===== src/rtl/core/tari_pkg.sv =====
// Package for the axis-aligned ray/triangle intersection block.
// Holds payload structs, widths and the queue record shared by all modules.
package tari_pkg;

  // Every value shares one fixed-point scale, so the fraction count does not
  // enter the arithmetic; only the coordinate width sizes the datapath.
  localparam int COORD_WIDTH = 32;
  localparam int CW          = COORD_WIDTH;
  localparam int DW          = 2 * CW + 4;   // edge function width
  localparam int NW          = DW + CW + 2;  // weighted sum width
  localparam int QDEPTH      = 4;

  typedef enum logic [1:0] {
    AXIS_X   = 2'd0,
    AXIS_Y   = 2'd1,
    AXIS_Z   = 2'd2,
    AXIS_BAD = 2'd3
  } axis_t;

  typedef struct packed {
    logic [1:0]           axis;
    logic signed [CW-1:0] v0_x;
    logic signed [CW-1:0] v0_y;
    logic signed [CW-1:0] v0_z;
    logic signed [CW-1:0] v1_x;
    logic signed [CW-1:0] v1_y;
    logic signed [CW-1:0] v1_z;
    logic signed [CW-1:0] v2_x;
    logic signed [CW-1:0] v2_y;
    logic signed [CW-1:0] v2_z;
    logic signed [CW-1:0] ray_u;
    logic signed [CW-1:0] ray_v;
  } in_item_t;

  typedef struct packed {
    logic                 hit;
    logic signed [CW-1:0] hit_coord;
  } out_item_t;

  // Record handed from the classifying front to the dividing back.
  typedef struct packed {
    logic             hit;
    logic             neg;
    logic [NW-1:0]    num;  // magnitude of the weighted sum
    logic [DW-1:0]    den;  // positive weight sum
  } job_t;

endpackage


===== src/rtl/core/tari_queue.sv =====
// Short queue between front and back; neither side stalls, and a job is read
// out whenever one is held. Uses tari_pkg for the job record.
module tari_queue
  import tari_pkg::*;
#(
  parameter int DEPTH = QDEPTH
) (
  input  logic clk,
  input  logic rst_n,
  input  logic wr_vld,
  input  job_t wr_job,
  output logic rd_vld,
  output job_t rd_job
);

  localparam int AW = (DEPTH > 1) ? $clog2(DEPTH) : 1;

  job_t          mem_r [DEPTH];
  logic [AW-1:0] wp_r, rp_r;
  logic [AW:0]   cnt_r;
  logic          rd;

  assign rd     = cnt_r != '0;
  assign rd_vld = rd;
  assign rd_job = mem_r[rp_r];

  always_ff @(posedge clk) begin
    if (!rst_n) begin
      wp_r  <= '0;
      rp_r  <= '0;
      cnt_r <= '0;
    end else begin
      if (wr_vld) wp_r <= (wp_r == AW'(DEPTH-1)) ? '0 : wp_r + 1'b1;
      if (rd)     rp_r <= (rp_r == AW'(DEPTH-1)) ? '0 : rp_r + 1'b1;
      cnt_r <= cnt_r + (AW+1)'(wr_vld) - (AW+1)'(rd);
    end
    if (wr_vld) mem_r[wp_r] <= wr_job;
  end

endmodule


===== config.mk =====
export PLATFORM = sky130hd
export DESIGN_NAME = tari_queue
export DESIGN_NICKNAME = d
export VERILOG_FILES = /design/src/rtl/core/tari_pkg.sv /design/src/rtl/core/tari_queue.sv
export SDC_FILE = /design/constraint.sdc
export NUM_CORES = 1
export LEC_CHECK = 0
export ABC_AREA = 0
export BUFFER_PORTS_ARGS = -buffer_cell sky130_fd_sc_hd__buf_2
export CORE_MARGIN = 1
export CORE_UTILIZATION = 55
export DETAILED_ROUTE_END_ITERATION = 12
export HOLD_SLACK_MARGIN = 0.05
export PLACE_DENSITY = 0.89
export SETUP_SLACK_MARGIN = 0.4
export SLEW_MARGIN = 5
export SYNTH_ARGS = -nofsm -noshare
export SYNTH_HDL_FRONTEND = slang
export SYNTH_SLANG_ARGS = --single-unit

===== constraint.sdc =====
create_clock -name clk -period 7.1 [get_ports clk]
set_clock_uncertainty 0.2 [all_clocks]
set_input_delay 1.065 -clock clk [delete_from_list [all_inputs] [get_ports clk]]
set_output_delay 1.065 -clock clk [all_outputs]
set_load 0.01 [all_outputs]

**Word level (Yosys, flattened, before mapping)**

Memory sizes are Yosys's and may differ from the RTL's. A register that Yosys moved wholly into a read port is not among the register bits.
Index checks and enable logic that the tools add are counted.

- Flip-flop bits (word level): 7
- Latch bits: 0
- Memory bits (writable): 688
- Memory bits (read-only): 0
- Bits of input ports: 175
- Output and inout port bits: 173
- Logic and storage cells: 17
- Memories kept: 1

- $add $sub $neg: 4
- $mul: 0
- Divide/modulo/power cells: 0
- $lt $le $gt $ge: 0
- Eq/ne operators: 2
- Shifts and indexed selects: 0
- Muxes and demuxes: 6
- Bitwise logic cells: 0
- Reduce and logical (&&, ||, !) cells: 1

Memories:

| name | depth | width | read ports | clocked after Yosys merged registers in | wr ports | line | RTL |
|---|---|---|---|---|---|---|---|
| mem_r | 4 | 172 | 1 | 1 | 1 | tari_queue.sv:18 | `job_t mem_r [DEPTH];` |

Operator list:

| cell | count |
|---|---|
| 2-bit two-way mux | 4 |
| 2-bit by 1-bit adder with 2-bit output, second input constant | 2 |
| 2-bit == test, second input constant | 2 |
| 3-bit by 1-bit adder with 3-bit output | 1 |
| 3-bit nonzero test | 1 |
| 3-bit by 1-bit subtractor with 3-bit output | 1 |
| 1-bit two-way mux | 2 |

**Longest topological paths before layout**

Gate-level depths: netlist of the first run.

- Depth after elaboration: 4
- Mapped depth: 9
- Gate-level depth less buffers: 9

**Worst setup path before layout of the first run**

OpenSTA, ideal clock, no wires.

- Path kind: input -> register
- Start point: in wr_vld
- End point: mem mem_r[0][0] (netlist bit), enable pin
- Library setup time: 552 ps
- Arrival: 4979 ps
- Required time: 6348 ps
- Slack: 1369 ps
- Stages on the path: 1
- Path buffers: 0
- Path through: and2_1

- Word-level cells in the longest chain between the ends: 2

RTL lines:

| item | line | RTL |
|---|---|---|
| start, declared | tari_queue.sv:10 | `input logic wr_vld,` |
| 1-bit two-way mux | tari_queue.sv:37 | `if (wr_vld) mem_r[wp_r] <= wr_job;` |
| 1-bit two-way mux (implied by the code) | tari_queue.sv:37 |  |
| end, declared | tari_queue.sv:18 |  |

Every way passes these cells.

==> results of run 1 <==
[power by group through the flow]
stage | combinational (uW) | sequential [uW] | clock (uW)
global route | 2560 | 4900 | 3740
CTS | 2450 | 4890 | 3600
finish | 2410 | 4880 | 3530
floorplan | 1670 | 4850 | 0
global placement | 2370 | 4950 | 0
detailed placement | 2410 | 4970 | 0
[cell type report]
cell class              count  area [um^2]  share of cell area (%)
inverters                   7        26.28                 0.08807
multi-input cells         200         4131                   13.85
diodes                      6        15.01                 0.05033
clock buffers              84         1826                   6.119
well taps                 600        750.7                   2.516
clock inverters            37        372.9                   1.250
flip-flops and latches    697        20850                   69.88
repair buffers            359         1864                   6.249
[registers in the layout (all words and copies together) (netlist names), named ones only]
name   count
mem_r    688
cnt_r      3
rp_r       2
wp_r       2
[cells in the final DEF (no fill, tap or decap)]
master	instances
or3b_2	2
clkinv_2	10
dfxtp_4	2
nor3_1	1
mux4_2	172
clkinv_8	1
clkbuf_16	71
buf_12	3
xnor3_1	1
fa_1	1
clkinvlp_4	3
bufinv_16	6
mux2i_1	3
ha_1	7
and2_4	4
clkinv_4	3
nor2_1	3
a21oi_1	1
clkinv_1	9
inv_6	5
buf_4	9
edfxtp_1	688
nand2_1	3
and2_1	1
diode_2	6
clkbuf_1	13
dfxtp_1	7
inv_1	7
nand2b_1	1
buf_2	347
[cells by family after synthesis]
kind of cell / after synthesis / synth area share, %
AO/OA/AOI/OAI: 1 / 0.01981
XOR/XNOR: 1 / 0.08924
adder cells (fa/ha/maj): 8 / 0.4264
AND/OR/NAND/NOR: 15 / 0.3272
flip-flops: 697 / 82.58
buffers and inverters: 45 / 1.091
multiplexers: 175 / 15.47
[per-stage QoR]
step	hold WS (ns)	worst slack (ns)
detailed placement	0.3188	3.394
global placement	0.2764	3.393
floorplan	0.2646	1.369
CTS	0.3329	2.744
global route	0.3503	2.631
finish	0.3248	2.853
[final timing paths]
path	from	end	slack [ns]	cells after the start
min reg2reg	rp_r[1]$_SDFFE_PN0N_	flip-flop	0.32	2
min	rp_r[1]$_SDFFE_PN0N_	flip-flop	0.32	2
max reg2reg	wp_r[0]$_SDFFE_PN0P_	mem_r[3][138]$_DFFE_PP_	4.35	3
max	flip-flop	rd_job[33]	2.85	3
[per-layer routing]
metal | track usage (%) | up-vias | wire length, um
met5 | 0 | - | 81
li1 | - | 4876 | -
met4 | 8.451 | 14 | 1324
met1 | 27.01 | 6023 | 18370
met2 | 36.14 | 488 | 26050
met3 | 6.330 | 96 | 4232
[critical path: stages (launching register included)]
cell and delay, ns:
dfxtp_4 0.94, buf_12 0.54, mux4_2 0.62, buf_2 0.16
==> metrics.txt, run 1 <==
# TYPE chip_impl_metric gauge
chip_impl_info{name="status",value="finished clean"} 1
chip_impl_metric{name="netlist_instances",unit=""} 942
chip_impl_metric{name="core.rowCount",unit=""} 78
chip_impl_metric{name="insertion_delay",unit="ns"} 0.60
chip_impl_metric{name="tightestPinTransition",unit="ns"} 1.051
chip_impl_metric{name="groute.usage.overall",unit="%"} 21.69
chip_impl_metric{name="postCtsResizedCells",unit=""} 0
chip_impl_metric{name="first_global_vias",unit=""} 12355
chip_impl_metric{name="dieArea",unit="um^2"} 46740
chip_impl_metric{name="cp_max_fo",unit=""} 73
chip_impl_metric{name="yosysUniqueCellTypes",unit=""} 20
chip_impl_metric{name="layout_worst_path_cycle_share",unit="%"} 59.81
chip_impl_info{name="endpoint_kind",value="output pin"} 1
chip_impl_metric{name="post-route-util",unit="%"} 65.88
chip_impl_metric{name="die_h",unit="um"} 216.2
chip_impl_metric{name="required",unit="ns"} 5.83
chip_impl_metric{name="synth_edf_count",unit=""} 688
chip_impl_metric{name="grt-ovfl-total",unit=""} 0
chip_impl_metric{name="p_seq_share",unit="%"} 45.1
chip_impl_info{name="timing.setup.critical_path_class",value="reg -> out"} 1
chip_impl_metric{name="grt_pass1_wl",unit="mm"} 74.50
chip_impl_info{name="min_path_type",value="reg -> reg"} 1
chip_impl_metric{name="port_buffers",unit=""} 347
chip_impl_metric{name="power",unit="uW"} 10820
chip_impl_metric{name="placed_area",unit="um^2"} 27620
chip_impl_metric{name="initial_utilization",unit="%"} 55.73
chip_impl_metric{name="antenna_violating_nets_post_route",unit=""} 0
chip_impl_metric{name="post-cts-setup-buffer-count",unit=""} 0
chip_impl_metric{name="worst_ir_drop_vdd",unit="mV"} 0.2503
chip_impl_metric{name="power.share.combinational",unit="%"} 22.3
chip_impl_metric{name="synth_sequential_area_ratio",unit="%"} 82.58
chip_impl_metric{name="mean_instance_size_in_the_synthesized_netlist",unit="um^2"} 26.79
chip_impl_metric{name="maximum_clock_insertion_buffer_count",unit=""} 3
chip_impl_metric{name="p_per_area",unit="nW/um^2"} 362.6
chip_impl_metric{name="final_area",unit="um^2"} 29830
chip_impl_metric{name="timing.max_slew.rel_slack",unit="%"} 29.90
chip_impl_info{name="netlist_top_cells_count",value="edfxtp_1, mux4_2, buf_2"} 1
chip_impl_metric{name="setup_viol_count_final",unit=""} 0
chip_impl_info{name="rsz0062_at_grt",value="no"} 1
chip_impl_metric{name="vias_per_cell",unit=""} 5.777
chip_impl_metric{name="grt_max_degree",unit=""} 131
chip_impl_metric{name="vias",unit=""} 11497
chip_impl_metric{name="power_report.internal_total",unit="uW"} 7966
chip_impl_metric{name="drt_iter0_drc",unit=""} 780
chip_impl_metric{name="timing.fmax",unit="MHz"} 235.5
chip_impl_metric{name="post_synth_instance_area",unit="um^2"} 25240
chip_impl_metric{name="drive_gt1_share",unit="%"} 46.10
chip_impl_metric{name="netSwitchingPower",unit="uW"} 2851
chip_impl_info{name="synth_most_common_cell",value="edfxtp_1"} 1
chip_impl_metric{name="synth_seq_cells",unit=""} 697
chip_impl_metric{name="dp.final_hpwl",unit="mm"} 29.01
chip_impl_metric{name="finalHoldViolCount",unit=""} 0
chip_impl_metric{name="power.share.switching",unit="%"} 26.36
chip_impl_info{name="setup.worst_path.start_class",value="flip-flop"} 1
chip_impl_info{name="postSynth.topFlopCell",value="edfxtp_1"} 1
chip_impl_metric{name="count_of_yosys_warnings_during_synthesis",unit=""} 0
chip_impl_metric{name="nets",unit=""} 1517
chip_impl_metric{name="first_pass_iters",unit=""} 5
chip_impl_metric{name="synth_fp_nets",unit=""} 1125
chip_impl_metric{name="pin_count",unit=""} 348
chip_impl_metric{name="tritoncts.num_buffers",unit=""} 69
chip_impl_metric{name="cts.clk_slew.worst_paths",unit="ns"} 0.06
chip_impl_info{name="clock_tree_from_tritoncts",value="yes"} 1
chip_impl_metric{name="final.fill_count",unit=""} 2755
chip_impl_metric{name="synth_async_sr_flop_share",unit="%"} 0
chip_impl_metric{name="p_leak",unit="uW"} 0.01001
chip_impl_info{name="synthTopCellsByArea",value="edfxtp_1, mux4_2, dfxtp_1, buf_6, buf_2"} 1
chip_impl_metric{name="power.share.clock",unit="%"} 32.6
chip_impl_metric{name="fin_crit",unit="ns"} 4.247
chip_impl_metric{name="hold_buffers",unit=""} 0
chip_impl_metric{name="timing.setup.tns",unit="ns"} 0
chip_impl_info{name="cts.root.buffer_cell",value="clkbuf_16"} 1
chip_impl_metric{name="layoutNonFillerInstCount",unit=""} 1990
chip_impl_metric{name="maxSlewViolCount",unit=""} 0
chip_impl_metric{name="critPathArrivalTime",unit="ns"} 2.98
chip_impl_metric{name="die_width",unit="um"} 216.2
chip_impl_metric{name="design.core.area",unit="um^2"} 45280
chip_impl_metric{name="drt-total-wl",unit="mm"} 50.06
chip_impl_metric{name="gpl.final_weighted_congestion",unit=""} 0.7431
chip_impl_metric{name="grt_antenna_before_repair",unit=""} 11
chip_impl_metric{name="clock_sink_count",unit=""} 697
chip_impl_metric{name="synth.top_cell.area_share",unit="%"} 81.86
chip_impl_metric{name="area.growth.synth_to_final",unit="%"} 18.22
chip_impl_info{name="synth_top_area_cell",value="edfxtp_1"} 1
chip_impl_metric{name="detail_route.wl_per_cell",unit="um"} 25.16
chip_impl_metric{name="drc",unit=""} 0
chip_impl_metric{name="cts_htree_levels",unit=""} 3
chip_impl_metric{name="drv_cap",unit=""} 0
chip_impl_metric{name="post-place-cells",unit=""} 1863
(Power assumes the default switching activity.)
==> run 2, diff against run 1 <==
--- a/config.mk
+++ b/config.mk
@@ -8,10 +8,10 @@
 export ABC_AREA = 0
 export BUFFER_PORTS_ARGS = -buffer_cell sky130_fd_sc_hd__buf_2
 export CORE_MARGIN = 1
-export CORE_UTILIZATION = 55
+export CORE_UTILIZATION = 51
 export DETAILED_ROUTE_END_ITERATION = 12
 export HOLD_SLACK_MARGIN = 0.05
-export PLACE_DENSITY = 0.89
+export PLACE_DENSITY = 0.87
 export SETUP_SLACK_MARGIN = 0.4
 export SLEW_MARGIN = 5
 export SYNTH_ARGS = -nofsm -noshare
==> constraint.sdc (replaced) <==
create_clock -name clk -period 3.5 [get_ports clk]
set_clock_uncertainty 0.2 [all_clocks]
set_input_delay 0.525 -clock clk [delete_from_list [all_inputs] [get_ports clk]]
set_output_delay 0.525 -clock clk [all_outputs]
set_load 0.01 [all_outputs]
==> run 2 against run 1 <==
Net effect:
- combinational power grew 130%
- hold slack worse by 0.22 ns
- wire length grew 13%
- global-route usage up 0.89 points
- via count grew 8.1%
- power rose by 110%
- sequential power rose by 100%
- die area rose by 7.8%
- largest cell class unchanged
- flip-flop and latch count is the same
- setup slack got worse by 2.4 ns
==> metrics.txt, run 2 (synthesis gave the netlist of run 1 again) <==
# TYPE chip_impl_metric gauge
chip_impl_info{name="status",value="finished clean"} 1
chip_impl_metric{name="first_global_vias",unit=""} 13561
chip_impl_metric{name="final.fill_count",unit=""} 3024
chip_impl_info{name="rsz0062_at_grt",value="yes"} 1
chip_impl_metric{name="required",unit="ns"} 2.77
chip_impl_metric{name="nets",unit=""} 1708
chip_impl_metric{name="drt-total-wl",unit="mm"} 56.71
chip_impl_metric{name="timing.fmax",unit="MHz"} 333.6
chip_impl_metric{name="seq_area",unit="um^2"} 20850
chip_impl_metric{name="gpl.final_weighted_congestion",unit=""} 0.7276
chip_impl_metric{name="grt_max_degree",unit=""} 99
chip_impl_metric{name="setup_viol_count_final",unit=""} 0
chip_impl_info{name="timing.setup.critical_path_class",value="reg -> out"} 1
chip_impl_metric{name="layout_worst_path_cycle_share",unit="%"} 85.64
chip_impl_metric{name="port_buffers",unit=""} 347
chip_impl_metric{name="pin_count",unit=""} 348
chip_impl_metric{name="fin_crit",unit="ns"} 2.997
chip_impl_info{name="biggestRegsByFlops",value="mem_r x688, cnt_r x3"} 1
chip_impl_metric{name="grt-ovfl-total",unit=""} 0
chip_impl_metric{name="p_leak",unit="uW"} 0.01088
chip_impl_metric{name="power",unit="uW"} 22520
chip_impl_info{name="min_path_type",value="in -> reg"} 1
chip_impl_metric{name="worst_ir_drop_vdd",unit="mV"} 0.5926
chip_impl_metric{name="grt_antenna_before_repair",unit=""} 7
chip_impl_info{name="most_frequent_standard_cell_in_the_layout_excluding_fill_and_tap_cells",value="edfxtp_1"} 1
chip_impl_metric{name="cp_max_fo",unit=""} 54
chip_impl_metric{name="timing.setup.tns",unit="ns"} 0
chip_impl_metric{name="finalHoldViolCount",unit=""} 0
chip_impl_metric{name="pre_cts_slack",unit="ns"} 1.027
chip_impl_metric{name="die_width",unit="um"} 224.5
chip_impl_metric{name="p_per_area",unit="nW/um^2"} 703.7
chip_impl_metric{name="drt_iter0_drc",unit=""} 876
chip_impl_metric{name="groute.usage.overall",unit="%"} 22.58
chip_impl_metric{name="die_h",unit="um"} 224.5
chip_impl_metric{name="drive_gt1_share",unit="%"} 41.40
chip_impl_metric{name="design.core.area",unit="um^2"} 48850
chip_impl_metric{name="initial_utilization",unit="%"} 51.66
chip_impl_info{name="endpoint_kind",value="output pin"} 1
chip_impl_metric{name="drc",unit=""} 0
chip_impl_info{name="cts.root.buffer_cell",value="clkbuf_16"} 1
chip_impl_metric{name="flip_flop_count_of_the_largest_register_all_copies_and_words_added",unit=""} 688
chip_impl_metric{name="multi_input_area",unit="um^2"} 4131
chip_impl_info{name="setup.worst_path.start_class",value="flip-flop"} 1
chip_impl_metric{name="minimum_setup_slack_in_the_final_design",unit="ns"} 0.5026
chip_impl_metric{name="grt_pass1_wl",unit="mm"} 82.52
chip_impl_metric{name="tritoncts.num_buffers",unit=""} 71
chip_impl_info{name="clock_tree_from_tritoncts",value="yes"} 1
chip_impl_metric{name="detail_route.wl_per_cell",unit="um"} 25.27
chip_impl_metric{name="cts_htree_levels",unit=""} 3
chip_impl_metric{name="vias",unit=""} 12432
chip_impl_metric{name="first_pass_iters",unit=""} 5
chip_impl_metric{name="dieArea",unit="um^2"} 50380
chip_impl_metric{name="antenna_violating_nets_post_route",unit=""} 0
chip_impl_metric{name="area.growth.synth_to_final",unit="%"} 26.81
chip_impl_metric{name="timing.max_slew.rel_slack",unit="%"} 53.82
chip_impl_metric{name="drv_cap",unit=""} 0
chip_impl_metric{name="core.rowCount",unit=""} 81
chip_impl_metric{name="vias_per_cell",unit=""} 5.540
chip_impl_metric{name="maximum_clock_insertion_buffer_count",unit=""} 3
chip_impl_metric{name="clock_sink_count",unit=""} 697
chip_impl_info{name="layout_common_cells",value="edfxtp_1, buf_2, dlygate4sd3_1, mux4_2, clkbuf_16"} 1
chip_impl_metric{name="cts.clk_slew.worst_paths",unit="ns"} 0.06
chip_impl_metric{name="dp.final_hpwl",unit="mm"} 29.85
chip_impl_metric{name="maxSlewViolCount",unit=""} 0
chip_impl_info{name="largest-register",value="mem_r"} 1
chip_impl_metric{name="critPathArrivalTime",unit="ns"} 2.27
chip_impl_metric{name="tightestPinTransition",unit="ns"} 0.6928
chip_impl_metric{name="insertion_delay",unit="ns"} 0.60
run 2: changes by cell type in the layout (fill, tap and decap cells not counted), sizes merged:
cell         change
clkbuf           +2
buf             +15
inv              -2
clkinvlp         +1
dlygate4sd3    +173
diode            -1
bufinv           -1
clkinv           +3
run 2: final cells by class:
| class | count | share of cell area [%] |
|---|---|---|
| flip-flops and latches | 697 | 65.14 |
| repair buffers | 548 | 12.28 |
| inverters | 7 | 0.08210 |
| clock buffers | 85 | 5.915 |
| multi-input cells | 200 | 12.91 |
| diodes | 5 | 0.03910 |
| clock inverters | 38 | 1.040 |
| well taps | 664 | 2.596 |
run 2: path summary, 6_finish.rpt:
| check | end | cells after the start | startpoint | slack (ns) |
|---|---|---|---|---|
| worst max-delay path | rd_job[94] | 3 | flip-flop | 0.50 |
| worst min-delay path | wp_r[1]$_SDFFE_PN0P_ | 3 | wr_vld | 0.11 |
| worst min register to register | flip-flop | 2 | rp_r[1]$_SDFFE_PN0N_ | 0.31 |
| worst max register to register | cnt_r[2]$_SDFF_PN0_ | 9 | cnt_r[1]$_SDFF_PN0_ | 1.09 |
run 2: layer usage:
layer	vias up	share of wire (%)	global-route usage, %
met2	597	53	38.88
met4	4	3.4	9.875
met3	116	7.8	6.153
met1	6457	36	26.70
li1	5258	-	-
met5	-	0.048	0
run 2: through the flow:
step / instances / utilization (%) / cell area, um^2 / hold WS (ns)
floorplan: 942 / - / 25250 / 0.2646
finish: 2244 / 65.51 / 32000 / 0.1055
detailed placement: 1941 / 57.28 / 27980 / 0.2940
global route: 2244 / 65.51 / 32000 / 0.1184
global placement: 1941 / 57.28 / 27980 / 0.2648
CTS: 2238 / 65.44 / 31970 / 0.06426
run 2: timing repair:
action                                 4_1_cts  5_1_grt
gates resized for setup                      1        0
setup buffers                                1        0
setup endpoints to repair                   39       45
hold buffers                               173        0
endpoints found under the hold margin      695        0
cloned                                       0        1
run 2: critical path, cell delays in order, from the launching register on:
cell and delay (ns):
dfxtp_4 0.44, buf_12 0.38, mux4_2 0.61, buf_2 0.16
run 2: report_power, final:
group	switching [uW]	internal, uW
registers	194	9570
logic	2810	2660
clock network	3060	4230
==> run 3, diff against run 2 <==
==> constraint.sdc (replaced) <==
create_clock -name clk -period 3.5 [get_ports clk]
set_clock_uncertainty 0.2 [all_clocks]
set_input_delay 0.175 -clock clk [delete_from_list [all_inputs] [get_ports clk]]
set_output_delay 0.175 -clock clk [all_outputs]
set_load 0.01 [all_outputs]
==> run 3 against run 2 <==
Net effect:
- global-route usage fell by 1.0 points
- combinational power decreased by 3%
- non-clock buffer count is 5 lower
- register-to-register slack lost 0.05 ns
- power up 0.20%
==> metrics.txt, run 3 (synthesis gave the netlist of run 1 again) <==
# TYPE chip_impl_metric gauge
chip_impl_metric{name="pin_count",unit=""} 348
chip_impl_info{name="crit_chain",value="buf_12 > mux4_2 > buf_2"} 1
chip_impl_metric{name="finalHoldViolCount",unit=""} 0
chip_impl_metric{name="gpl.final_weighted_congestion",unit=""} 0.7144
chip_impl_metric{name="timing.fmax",unit="MHz"} 366.5
chip_impl_info{name="timing.setup.critical_path_class",value="reg -> out"} 1
chip_impl_info{name="status",value="finished clean"} 1
chip_impl_info{name="most_frequent_standard_cell_in_the_layout_excluding_fill_and_tap_cells",value="edfxtp_1"} 1
chip_impl_metric{name="port_buffers",unit=""} 347
chip_impl_metric{name="tritoncts.num_buffers",unit=""} 71
chip_impl_metric{name="timing.max_slew.rel_slack",unit="%"} 45.27
chip_impl_info{name="min_path_type",value="in -> reg"} 1
chip_impl_metric{name="detail_route.wl_per_cell",unit="um"} 24.00
chip_impl_metric{name="initial_utilization",unit="%"} 51.66
chip_impl_metric{name="vias_per_cell",unit=""} 5.444
chip_impl_metric{name="post-route-util",unit="%"} 65.47
chip_impl_metric{name="design.core.area",unit="um^2"} 48850
chip_impl_info{name="rsz0062_at_grt",value="no"} 1
chip_impl_metric{name="drv_cap",unit=""} 0
chip_impl_info{name="biggestRegsByFlops",value="mem_r x688, cnt_r x3"} 1
chip_impl_metric{name="drc",unit=""} 0
chip_impl_metric{name="post-cts-setup-buffer-count",unit=""} 0
chip_impl_metric{name="grt_pass1_wl",unit="mm"} 79.61
chip_impl_metric{name="setup.reg_to_reg.worst_slack",unit="ns"} 1.04
chip_impl_metric{name="grt_max_degree",unit=""} 106
chip_impl_metric{name="cts_htree_levels",unit=""} 3
chip_impl_metric{name="area.growth.synth_to_final",unit="%"} 26.72
chip_impl_metric{name="layout_worst_path_cycle_share",unit="%"} 77.95
chip_impl_metric{name="core.rowCount",unit=""} 81
chip_impl_metric{name="first_pass_iters",unit=""} 5
chip_impl_metric{name="final.fill_count",unit=""} 3031
chip_impl_metric{name="drt-total-wl",unit="mm"} 53.64
chip_impl_metric{name="maximum_clock_insertion_buffer_count",unit=""} 3
chip_impl_metric{name="clock_sink_count",unit=""} 697
chip_impl_metric{name="power",unit="uW"} 22570
chip_impl_metric{name="post-place-cells",unit=""} 1936
chip_impl_metric{name="hold_buffers",unit=""} 175
chip_impl_metric{name="setup_viol_count_final",unit=""} 0
chip_impl_metric{name="drive_gt1_share",unit="%"} 41.40
chip_impl_metric{name="drt_iter0_drc",unit=""} 810
chip_impl_metric{name="cp_max_fo",unit=""} 76
chip_impl_metric{name="vias",unit=""} 12168
chip_impl_metric{name="p_leak",unit="uW"} 0.01088
chip_impl_info{name="cp_slowest_cell",value="mux4_2"} 1
chip_impl_metric{name="fin_crit",unit="ns"} 2.728
chip_impl_metric{name="tightestPinTransition",unit="ns"} 0.8209
chip_impl_metric{name="grt_antenna_before_repair",unit=""} 2
chip_impl_metric{name="grt-ovfl-total",unit=""} 0
chip_impl_metric{name="die_width",unit="um"} 224.5
chip_impl_metric{name="dp.final_hpwl",unit="mm"} 28.69
chip_impl_metric{name="nets",unit=""} 1703
chip_impl_info{name="endpoint_kind",value="output pin"} 1
chip_impl_metric{name="critPathArrivalTime",unit="ns"} 2.35
chip_impl_metric{name="flip_flop_count_of_the_largest_register_all_copies_and_words_added",unit=""} 688
chip_impl_metric{name="worst_ir_drop_vdd",unit="mV"} 0.5324
chip_impl_metric{name="cts.clk_slew.worst_paths",unit="ns"} 0.06
chip_impl_info{name="clock_tree_from_tritoncts",value="yes"} 1
chip_impl_info{name="setup.worst_path.start_class",value="flip-flop"} 1
chip_impl_metric{name="timing.setup.tns",unit="ns"} 0
chip_impl_metric{name="seq_area",unit="um^2"} 20850
chip_impl_metric{name="die_h",unit="um"} 224.5
chip_impl_info{name="cts.root.buffer_cell",value="clkbuf_16"} 1
chip_impl_metric{name="first_global_vias",unit=""} 13245
chip_impl_metric{name="multi_input_area",unit="um^2"} 4131
chip_impl_info{name="layout_common_cells",value="edfxtp_1, buf_2, dlygate4sd3_1, mux4_2, clkbuf_16"} 1
chip_impl_metric{name="p_per_area",unit="nW/um^2"} 705.6
chip_impl_info{name="largest-register",value="mem_r"} 1
chip_impl_metric{name="maxSlewViolCount",unit=""} 0
chip_impl_metric{name="critical_path.max_stage_delay",unit="ns"} 0.64
chip_impl_metric{name="insertion_delay",unit="ns"} 0.58
chip_impl_metric{name="groute.usage.overall",unit="%"} 21.55
chip_impl_metric{name="postCtsResizedCells",unit=""} 0
chip_impl_metric{name="required",unit="ns"} 3.12
chip_impl_metric{name="dieArea",unit="um^2"} 50380
chip_impl_metric{name="antenna_violating_nets_post_route",unit=""} 0
chip_impl_metric{name="layoutNonFillerInstCount",unit=""} 2235
## run 3: cell count changes in the layout (fill, tap and decap cells not counted)
cell and delta:
buf_12 -2, buf_16 -1, buf_4 -3, bufinv_16 +3, clkbuf_1 -4, clkbuf_16 -1, clkinv_1 -1, clkinv_2 +2
clkinvlp_4 -1, diode_2 -4, dlygate4sd3_1 +2, inv_6 +1
## run 3: final timing paths
kind | end | from | cells past startpoint
setup / recovery | rd_job[154] | flip-flop | 3
hold / removal | mem_r[2][65]$_DFFE_PP_ | wr_job[65] | 2
setup reg to reg | cnt_r[0]$_SDFF_PN0_ | cnt_r[1]$_SDFF_PN0_ | 7
hold reg to reg | flip-flop | rp_r[1]$_SDFFE_PN0N_ | 2
## run 3: where the power goes
part | switching (uW) | internal [uW] | leakage (uW)
combinational | 2710 | 2600 | 0.00336
clock | 3070 | 4450 | 0.00113
sequential | 179 | 9560 | 0.00639
total | 5960 | 16600 | 0.0109
## run 3: critical path: cells and delay by family (launching register included)
kind,cells,cell delay [ns]
buf+inv,2,0.65
flops,1,0.39
mux,1,0.64
## run 3: per-stage QoR
stage / setup slack [ns] / hold slack (ns) / cell area [um^2]
3_5_place_dp: 1.121 / 0.1895 / 27920
6_report: 0.7716 / 0.1342 / 31980
4_1_cts: 0.7117 / 0.08157 / 31980
5_1_grt: 0.6330 / 0.1088 / 31980
3_3_place_gp: 1.172 / 0.1830 / 27920
2_1_floorplan: 1.106 / 0.07387 / 25250
## run 3: final cells by class
cell class	count	share of cell area (%)
repair buffers	543	11.99
diodes	1	0.007825
inverters	7	0.08216
well taps	664	2.598
clock buffers	81	5.872
flip-flops and latches	697	65.19
clock inverters	42	1.346
multi-input cells	200	12.92
## run 3: per-layer routing
metal  wire, um  GRT usage, %
met4       1509         7.549
met5         15             0
met1      20080         26.41
met2      28000         36.84
met3       4030         6.061
